## src/qcrm_pkg.sv

```systemverilog
// ----------------------------------------------------------------------------
// qcrm_pkg
// Shared constants, types and state codes of the quad corner running median.
// ----------------------------------------------------------------------------
package qcrm_pkg;

  localparam int NUM_CH             = 8;
  localparam int MAX_WINDOW_DEF     = 16;
  localparam int COORD_WIDTH_DEF    = 16;
  localparam int WIN_WIDTH          = 5;
  localparam logic [WIN_WIDTH-1:0] WINDOW_RESET = 5'd5;

  // channel order of the eight coordinates
  localparam int CH_TL_X = 0;
  localparam int CH_TL_Y = 1;
  localparam int CH_TR_X = 2;
  localparam int CH_TR_Y = 3;
  localparam int CH_BR_X = 4;
  localparam int CH_BR_Y = 5;
  localparam int CH_BL_X = 6;
  localparam int CH_BL_Y = 7;

  typedef enum logic [1:0] {
    ST_IDLE,
    ST_RANK,
    ST_SELECT
  } state_t;

  typedef struct packed {
    logic shift;  // take a new quad, load the circulating copy, clear ranks
    logic step;   // compare against the circulating copy, then pass it on
  } cell_ctrl_t;

endpackage

```

## src/qcrm_cell.sv

```systemverilog
// ----------------------------------------------------------------------------
// qcrm_cell
// One history slot of the chain: holds a quad, passes it on to the older
// neighbour on each new transfer, and ranks its eight values against a copy
// of the history that circulates round the ring one slot per cycle.
// ----------------------------------------------------------------------------
module qcrm_cell import qcrm_pkg::*; #(
  parameter int MAX_WINDOW  = MAX_WINDOW_DEF,
  parameter int COORD_WIDTH = COORD_WIDTH_DEF,
  parameter int IDX         = 0,
  localparam int CW = $clog2(MAX_WINDOW + 1),
  localparam int IW = (MAX_WINDOW > 1) ? $clog2(MAX_WINDOW) : 1
) (
  input  logic                          clk,
  input  cell_ctrl_t                    ctrl,
  input  logic [CW-1:0]                 n,
  input  logic signed [COORD_WIDTH-1:0] hist_in  [NUM_CH],
  output logic signed [COORD_WIDTH-1:0] hist_out [NUM_CH],
  input  logic signed [COORD_WIDTH-1:0] circ_in  [NUM_CH],
  input  logic [IW-1:0]                 circ_tag_in,
  input  logic                          circ_act_in,
  output logic signed [COORD_WIDTH-1:0] circ_out [NUM_CH],
  output logic [IW-1:0]                 circ_tag_out,
  output logic                          circ_act_out,
  output logic [CW-1:0]                 rank     [NUM_CH]
);

  localparam logic [IW-1:0] MY_TAG = IW'(IDX);

  logic signed [COORD_WIDTH-1:0] hist     [NUM_CH];
  logic signed [COORD_WIDTH-1:0] circ_val [NUM_CH];
  logic [IW-1:0]                 circ_tag;
  logic                          circ_act;
  logic                          less     [NUM_CH];

  // ties broken by slot so every active value gets a distinct rank
  always_comb begin
    for (int c = 0; c < NUM_CH; c++) begin
      less[c] = circ_act && ((circ_val[c] < hist[c]) ||
                             ((circ_val[c] == hist[c]) && (circ_tag < MY_TAG)));
    end
  end

  always_ff @(posedge clk) begin
    if (ctrl.shift) begin
      for (int c = 0; c < NUM_CH; c++) begin
        hist[c]     <= hist_in[c];
        circ_val[c] <= hist_in[c];
        rank[c]     <= '0;
      end
      circ_tag <= MY_TAG;
      circ_act <= (IDX < int'(n));
    end else if (ctrl.step) begin
      for (int c = 0; c < NUM_CH; c++) begin
        rank[c]     <= rank[c] + CW'(less[c]);
        circ_val[c] <= circ_in[c];
      end
      circ_tag <= circ_tag_in;
      circ_act <= circ_act_in;
    end
  end

  assign hist_out     = hist;
  assign circ_out     = circ_val;
  assign circ_tag_out = circ_tag;
  assign circ_act_out = circ_act;

endmodule

```

## config.mk

```make
export PLATFORM = sky130hd
export DESIGN_NAME = qcrm_cell
export DESIGN_NICKNAME = d
export VERILOG_FILES = /design/src/qcrm_pkg.sv /design/src/qcrm_cell.sv
export SDC_FILE = /design/constraint.sdc
export NUM_CORES = 1
export LEC_CHECK = 0
export BUFFER_PORTS_ARGS = -buffer_cell sky130_fd_sc_hd__clkbuf_2
export CAP_MARGIN = 20
export CORE_AREA = 2 2 224 226
export CTS_BUF_LIST = sky130_fd_sc_hd__clkbuf_2 sky130_fd_sc_hd__clkbuf_4 sky130_fd_sc_hd__clkbuf_8
export CTS_CLUSTER_SIZE = 8
export DETAILED_ROUTE_END_ITERATION = 12
export DIE_AREA = 0 0 226 228
export PLACE_DENSITY = 0.54
export SETUP_SLACK_MARGIN = 0.1
export SLEW_MARGIN = 10
export SYNTH_ARGS = -nofsm -noshare
export SYNTH_HDL_FRONTEND = slang
export SYNTH_SLANG_ARGS = --single-unit
```

## constraint.sdc

```tcl
create_clock -name clk -period 4 [get_ports clk]
set_clock_uncertainty 0.05 [all_clocks]
set_input_delay 0.2 -clock clk [delete_from_list [all_inputs] [get_ports clk]]
set_output_delay 0.2 -clock clk [all_outputs]
set_load 0.02 [all_outputs]
```

==> results.sh, run 1 <==
export IMPL_synth_avg_cell_area_sq_um=14.1
export IMPL_avgRoutedWirePerCell_microns=17.3
export IMPL_powerDensity_nw_per_um2=401
export IMPL_timing_final_ws_setup_ns=1.01
export IMPL_r2r_setup_slack_ns=1.01
export IMPL_start_util=0.288
export IMPL_crit_family="simple AND/OR/NAND/NOR gates"
export IMPL_track_usage=0.169
export IMPL_synth_nets=1414
export IMPL_synth_edf_count=257
export IMPL_use_met2=0.301
export IMPL_instances_no_fill=2599
export IMPL_grt_pass1_vias=12000
export IMPL_io_pin_count=570
export IMPL_grt_pass1_wl_mm=67.0
export IMPL_hold_class="primary input to register"
export IMPL_via_per_inst=4.34
export IMPL_vdd_drop_max_mv=0.311
export IMPL_die_area_sq_um=51500
export IMPL_ys_seq_area_frac=0.605
export IMPL_synthToLayoutAreaGrowth_pct=52.4
export IMPL_cts_tree="done"
export IMPL_cpMostUsedCell="ha_1"
export IMPL_detail_route_antenna_nets=0
export IMPL_critPathKind="register to register"
export IMPL_cts_clk_slew_worst_paths_ns=0.06
export IMPL_maxCapViolCount=0
export IMPL_cts_made_buffers=55
export IMPL_status="finished, final reports clean"
export IMPL_worstMarginPinSlew_ns=0.900
export IMPL_clock_sinks=301
export IMPL_p_leak_uw=0.0101
export IMPL_syn_area_sq_um=14200
export IMPL_dp_hpwl_mm=32.5
export IMPL_slew_viol_final=0
export IMPL_start_kind="register"
export IMPL_cts_buffer_depth=3
export IMPL_wirelength_mm=45.1
export IMPL_crit_fanout=3
export IMPL_cp_slowest_stage_delay_ns=0.50
export IMPL_crit_chain="ha_1 -> a41oi_2 -> o21ai_1 -> a221o_1 -> or4_1 -> and3_1 -> ha_1 -> ha_1 -> nand4_1 -> xor2_1 -> nor2_1"
export IMPL_die_width_microns=226
export IMPL_synth_seq_cells=301
export IMPL_fmax_mhz=334
export IMPL_synth_top_flop_cell="edfxtp_1"
export IMPL_period_minus_slack_ns=2.99
export IMPL_drcViolationCount=0
export IMPL_place_worst_setup_slack_ns=1.01
export IMPL_setup_violations=0
export IMPL_crit_slowest_cell="or4_1"
export IMPL_grtUsageMet1=0.185
export IMPL_clock_latency_ns=0.63
export IMPL_yosys_top_cells_area="edfxtp_1 (54%), ha_1 (12%), mux2_2 (10%)"
export IMPL_synth_top_area_frac=0.543
export IMPL_maxSlewHeadroom=0.400
export IMPL_timing_critical_path_buf_inv=0
export IMPL_die_height_microns=228
export IMPL_endpoint_kind="register"
export IMPL_cts_root_buffer="clkbuf_8"
export IMPL_ys_types=37
export IMPL_drive_gt1_frac=0.414
export IMPL_grt_ovfl_total=0
export IMPL_nFillCells=4573
export IMPL_yosysWarnings=0
export IMPL_grt_setup_unrepaired="no"
export IMPL_core_rowCount=82
export IMPL_crit_arrival_ns=3.43
export IMPL_num_nets_final=2286
export IMPL_critPathRequiredTime_ns=4.44
export IMPL_synthTopCellsByCount="edfxtp_1 (257), ha_1 (136), mux2_2 (129)"
export IMPL_async_flop_share=0
export IMPL_grtUsageMet3=0.0585
export IMPL_period_share=0.748
export IMPL_postCtsSetupRepairBufs=0
export IMPL_port_buffers=569
export IMPL_busiest_layer="met2"
export IMPL_coreArea_sq_um=49300
export IMPL_vias=11300
export IMPL_cts_max_level=2
export IMPL_first_iter_violations=372
export IMPL_gp_congestion=0.826
export IMPL_dp_cells=2230
export IMPL_antenna_found_initial=1
export IMPL_synth_cells=1009
export IMPL_synth_top_cell_by_area="edfxtp_1"
export IMPL_tns_ns=0
export IMPL_hold_viol_final=0
export IMPL_first_pass_iters=4
export IMPL_grt_max_degree=130
export IMPL_yosysMostFrequentCell="edfxtp_1"
[worst paths after layout]
path / from / to / cells past startpoint
max: circ_out[122] / rank[39] / 11
min: hist_in[91] / hist_out[91] / 2
max reg2reg: circ_out[122] / rank[39] / 11
min reg2reg: rank[34] / rank[34] / 2
[what timing repair did]
item | CTS | global route
gates resized for setup | 0 | 0
hold endpoints to repair | 297 | 0
hold buffers | 266 | 0
[cells by family (layout without fill, tap and decap cells)]
group | after synthesis | in the layout | share of synthesized area
flops | 301 | 301 | 0.605
mux | 155 | 155 | 0.120
simple gates | 148 | 148 | 0.0559
buf+inv | 146 | 1063 | 0.0386
fa+ha+maj | 136 | 136 | 0.120
compound gates | 99 | 99 | 0.0462
xor+xnor | 24 | 24 | 0.0148
other cells | 0 | 1 | 0
[metal layers]
| metal | vias up | part of all wire |
|---|---|---|
| li1 | 5505 | - |
| met1 | 5294 | 0.39 |
| met2 | 394 | 0.50 |
| met3 | 78 | 0.080 |
| met4 | 0 | 0.030 |
| met5 | - | 0 |
[report_power, final]
group          switching (uW)  internal (uW)
combinational            1010            803
clock                    1340           1630
sequential                174           3730
[stage by stage]
| stage | instance area (sq um) | total power, uW | hold slack, ns | utilization |
|---|---|---|---|---|
| 2_1_floorplan | 14200 | 4860 | 0.249 | - |
| 3_3_place_gp | 17900 | 5550 | 0.339 | 0.363 |
| 3_5_place_dp | 17900 | 5580 | 0.341 | 0.363 |
| 4_1_cts | 21700 | 8820 | 0.172 | 0.439 |
| 5_1_grt | 21700 | 9140 | 0.205 | 0.439 |
| 6_report | 21700 | 8690 | 0.251 | 0.439 |
[area by class of cell]
type	instances	area, sq um	share of cell area
clock buffer	82	985	0.0454
antenna	1	2.50	0.000115
sequential	301	8600	0.397
tap	672	841	0.0388
inverter	121	454	0.0210
timing repair buffer	840	5600	0.258
multi-input combinational	562	5080	0.234
clock inverter	20	118	0.00543
[sequential cells by signal (all words and copies together), names as in the netlist]
signal        count
rank             40
circ_out        128
circ_act_out      1
circ_tag_out      4
hist_out        128
[cell usage in the layout, fill, tap and decap left out, types with 6 or more instances in the layout]
| cell | Yosys | layout |
|---|---|---|
| a211o_1 | 11 | 11 |
| a21o_1 | 14 | 14 |
| a21oi_1 | 29 | 29 |
| a31oi_1 | 12 | 12 |
| and3_1 | 8 | 8 |
| and4_1 | 12 | 12 |
| clkbuf_2 | 0 | 568 |
| clkbuf_4 | 0 | 23 |
| clkbuf_8 | 0 | 59 |
| clkinv_1 | 0 | 10 |
| clkinv_2 | 0 | 7 |
| dfxtp_1 | 44 | 44 |
| dlygate4sd3_1 | 0 | 266 |
| edfxtp_1 | 257 | 257 |
| ha_1 | 136 | 136 |
| inv_1 | 121 | 121 |
| mux2_2 | 129 | 129 |
| mux2i_1 | 26 | 26 |
| nand2_1 | 19 | 19 |
| nand2b_1 | 15 | 15 |
| nand3_1 | 6 | 6 |
| nand4_1 | 27 | 27 |
| nor2_1 | 48 | 48 |
| o21a_1 | 6 | 6 |
| o21ai_0 | 13 | 13 |
| xor2_1 | 24 | 24 |
(Power assumes the default switching activity.)
==> run 2, diff against run 1 <==
Settings changed: CORE_AREA 2 2 224 226 to 2 2 220 222, DIE_AREA 0 0 226 228 to 0 0 222 224, PLACE_DENSITY 0.54 to 0.58.
Clock period 4 ns to 2.69 ns, I/O delays scaled along.
==> run 2 against run 1 <==
Compared with the run above:
- critical path type unchanged
- combinational power grew 68%
- critical path depth up 1
- non-clock buffer count increased by 66
- utilization is 3.9 points higher
- sequential cell count is the same
- worst setup slack lost 1.2 ns
- the flow now finishes with violations (negative setup slack)
==> results.sh, run 2 (same netlist as run 1, synthesis figures left out) <==
export IMPL_port_buffers=569
export IMPL_mostFrequentLayoutCells="clkbuf_2 (568), dlygate4sd3_1 (263), edfxtp_1 (257)"
export IMPL_status="finished with violations"
export IMPL_cts_buffer_depth=3
export IMPL_core_rowCount=80
export IMPL_crit_family="simple AND/OR/NAND/NOR gates"
export IMPL_swShare=0.290
export IMPL_coreArea_sq_um=47300
export IMPL_start_util=0.300
export IMPL_p_total_uw=13500
export IMPL_crit_slowest_cell="or4_1"
export IMPL_period_minus_slack_ns=2.87
export IMPL_start_kind="register"
export IMPL_timing_final_ws_setup_ns=-0.185
export IMPL_crit_fanout=3
export IMPL_slew_viol_final=0
export IMPL_cts_tree="done"
export IMPL_grt_pass1_vias=12700
export IMPL_drcViolationCount=0
export IMPL_timing_critical_path_buf_inv=1
export IMPL_cts_made_buffers=54
export IMPL_vias=11800
export IMPL_switchingPower_uw=3900
export IMPL_hold_viol_final=0
export IMPL_vdd_drop_max_mv=0.419
export IMPL_critPathRequiredTime_ns=3.12
export IMPL_first_pass_iters=5
export IMPL_cp_slowest_stage_delay_ns=0.53
export IMPL_clock_latency_ns=0.62
export IMPL_critPathKind="register to register"
export IMPL_final_common_cell="clkbuf_2"
export IMPL_powerDensity_nw_per_um2=595
export IMPL_cpMostUsedCell="ha_4"
export IMPL_via_per_inst=4.53
export IMPL_grt_ovfl_total=0
export IMPL_cts_root_buffer="clkbuf_8"
export IMPL_grt_pass1_wl_mm=71.6
export IMPL_fmax_mhz=348
export IMPL_dp_hpwl_mm=34.1
export IMPL_gp_congestion=0.890
export IMPL_die_width_microns=222
export IMPL_cp_num_cells=12
export IMPL_sequentialPowerShare=0.433
export IMPL_p_clk_frac=0.341
export IMPL_cellInternalPower_uw=9550
export IMPL_clock_sinks=301
export IMPL_detail_route_antenna_nets=0
export IMPL_antenna_found_initial=1
export IMPL_grt_setup_unrepaired="yes"
export IMPL_die_area_sq_um=49700
export IMPL_violations="negative setup slack"
export IMPL_worstMarginPinSlew_ns=0.664
export IMPL_period_share=1.07
export IMPL_maxSlewHeadroom=0.558
export IMPL_place_worst_setup_slack_ns=-0.276
export IMPL_crit_arrival_ns=3.31
export IMPL_io_pin_count=570
export IMPL_first_iter_violations=394
export IMPL_crit_chain="inv_2 -> ha_4 -> a41oi_2 -> o21ai_1 -> a221o_1 -> or4_1 -> and3_4 -> ha_4 -> ha_4 -> nand4_1 -> xor2_1 -> nor2_1"
export IMPL_ff2ff_path_depth=12
export IMPL_avgRoutedWirePerCell_microns=18.5
export IMPL_p_leak_uw=0.0104
export IMPL_track_usage=0.187
export IMPL_maxCapViolCount=0
export IMPL_grt_max_degree=94
export IMPL_cts_max_level=2
export IMPL_hold_path_depth=2
export IMPL_holdWs_ns=0.188
export IMPL_setup_violations=4
export IMPL_p_comb_frac=0.226
export IMPL_num_nets_final=2351
export IMPL_wirelength_mm=48.2
export IMPL_synthToLayoutAreaGrowth_pct=59.0
export IMPL_cts_clk_slew_worst_paths_ns=0.06
export IMPL_hold_class="primary input to register"
export IMPL_die_height_microns=224
export IMPL_drive_gt1_frac=0.468
export IMPL_endpoint_kind="register"
export IMPL_tns_ns=-0.478
[run 2: path summary, 6_finish.rpt]
check                       start         endpoint  slack (ns)
setup / recovery    hist_out[123]         rank[39]       -0.18
hold / removal        hist_in[57]     hist_out[57]        0.19
setup reg to reg    hist_out[123]         rank[39]       -0.18
hold reg to reg   circ_tag_out[1]  circ_tag_out[1]        0.45
[run 2: repair_timing]
item                                    in CTS  in global routing
hold buffers                               263                  0
hold endpoints to repair                   301                  0
resized for setup                           56                 28
pin swaps                                   31                 35
buffers inserted                            15                 12
endpoints found under the setup margin      29                 33
[run 2: layout make-up]
class                           instances  area (sq um)
Clock inverter                         17           159
Clock buffer                           79           975
Antenna cell                            1          2.50
Multi-Input combinational cell        562          5520
Tap cell                              615           769
Timing Repair Buffer                  906          6140
Fill cell                            4209         24700
Inverter                              121           454
Sequential cell                       301          8600
[run 2: power groups by stage]
stage | Combinational (uW) | Clock [uW] | Sequential [uW]
2_1_floorplan | 888 | 0 | 6350
3_3_place_gp | 2480 | 0 | 5880
3_5_place_dp | 2510 | 0 | 5900
4_1_cts | 2950 | 4710 | 5820
5_1_grt | 3300 | 4910 | 5870
6_report | 3040 | 4590 | 5820
[run 2: stage by stage]
stage / cell area, sq um / util / cells
final: 22600 / 0.478 / 2602
after floorplan: 14300 / - / 1009
after detailed placement: 18200 / 0.385 / 2215
after global routing: 22600 / 0.478 / 2601
after global placement: 18200 / 0.385 / 2215
after CTS: 22400 / 0.473 / 2589
[run 2: per-layer routing]
layer  GRT usage  wire length, microns  vias up
met5           0                    13        -
met4      0.0643                  1480        2
met3      0.0589                  3460       96
met2       0.346                 25000      425
met1       0.200                 18300     5654
li1            -                     -     5621
[run 2: worst register-to-register path: cells and delay by family (launching register included)]
kind / cells / cell delay [ns]
AOI/OAI and AO/OA: 3 / 0.61
DFF: 1 / 0.42
and+or+nand+nor: 4 / 0.87
buffers and inverters: 1 / 0.10
adders and majority gates: 3 / 0.52
xor gates and xnor gates: 1 / 0.16
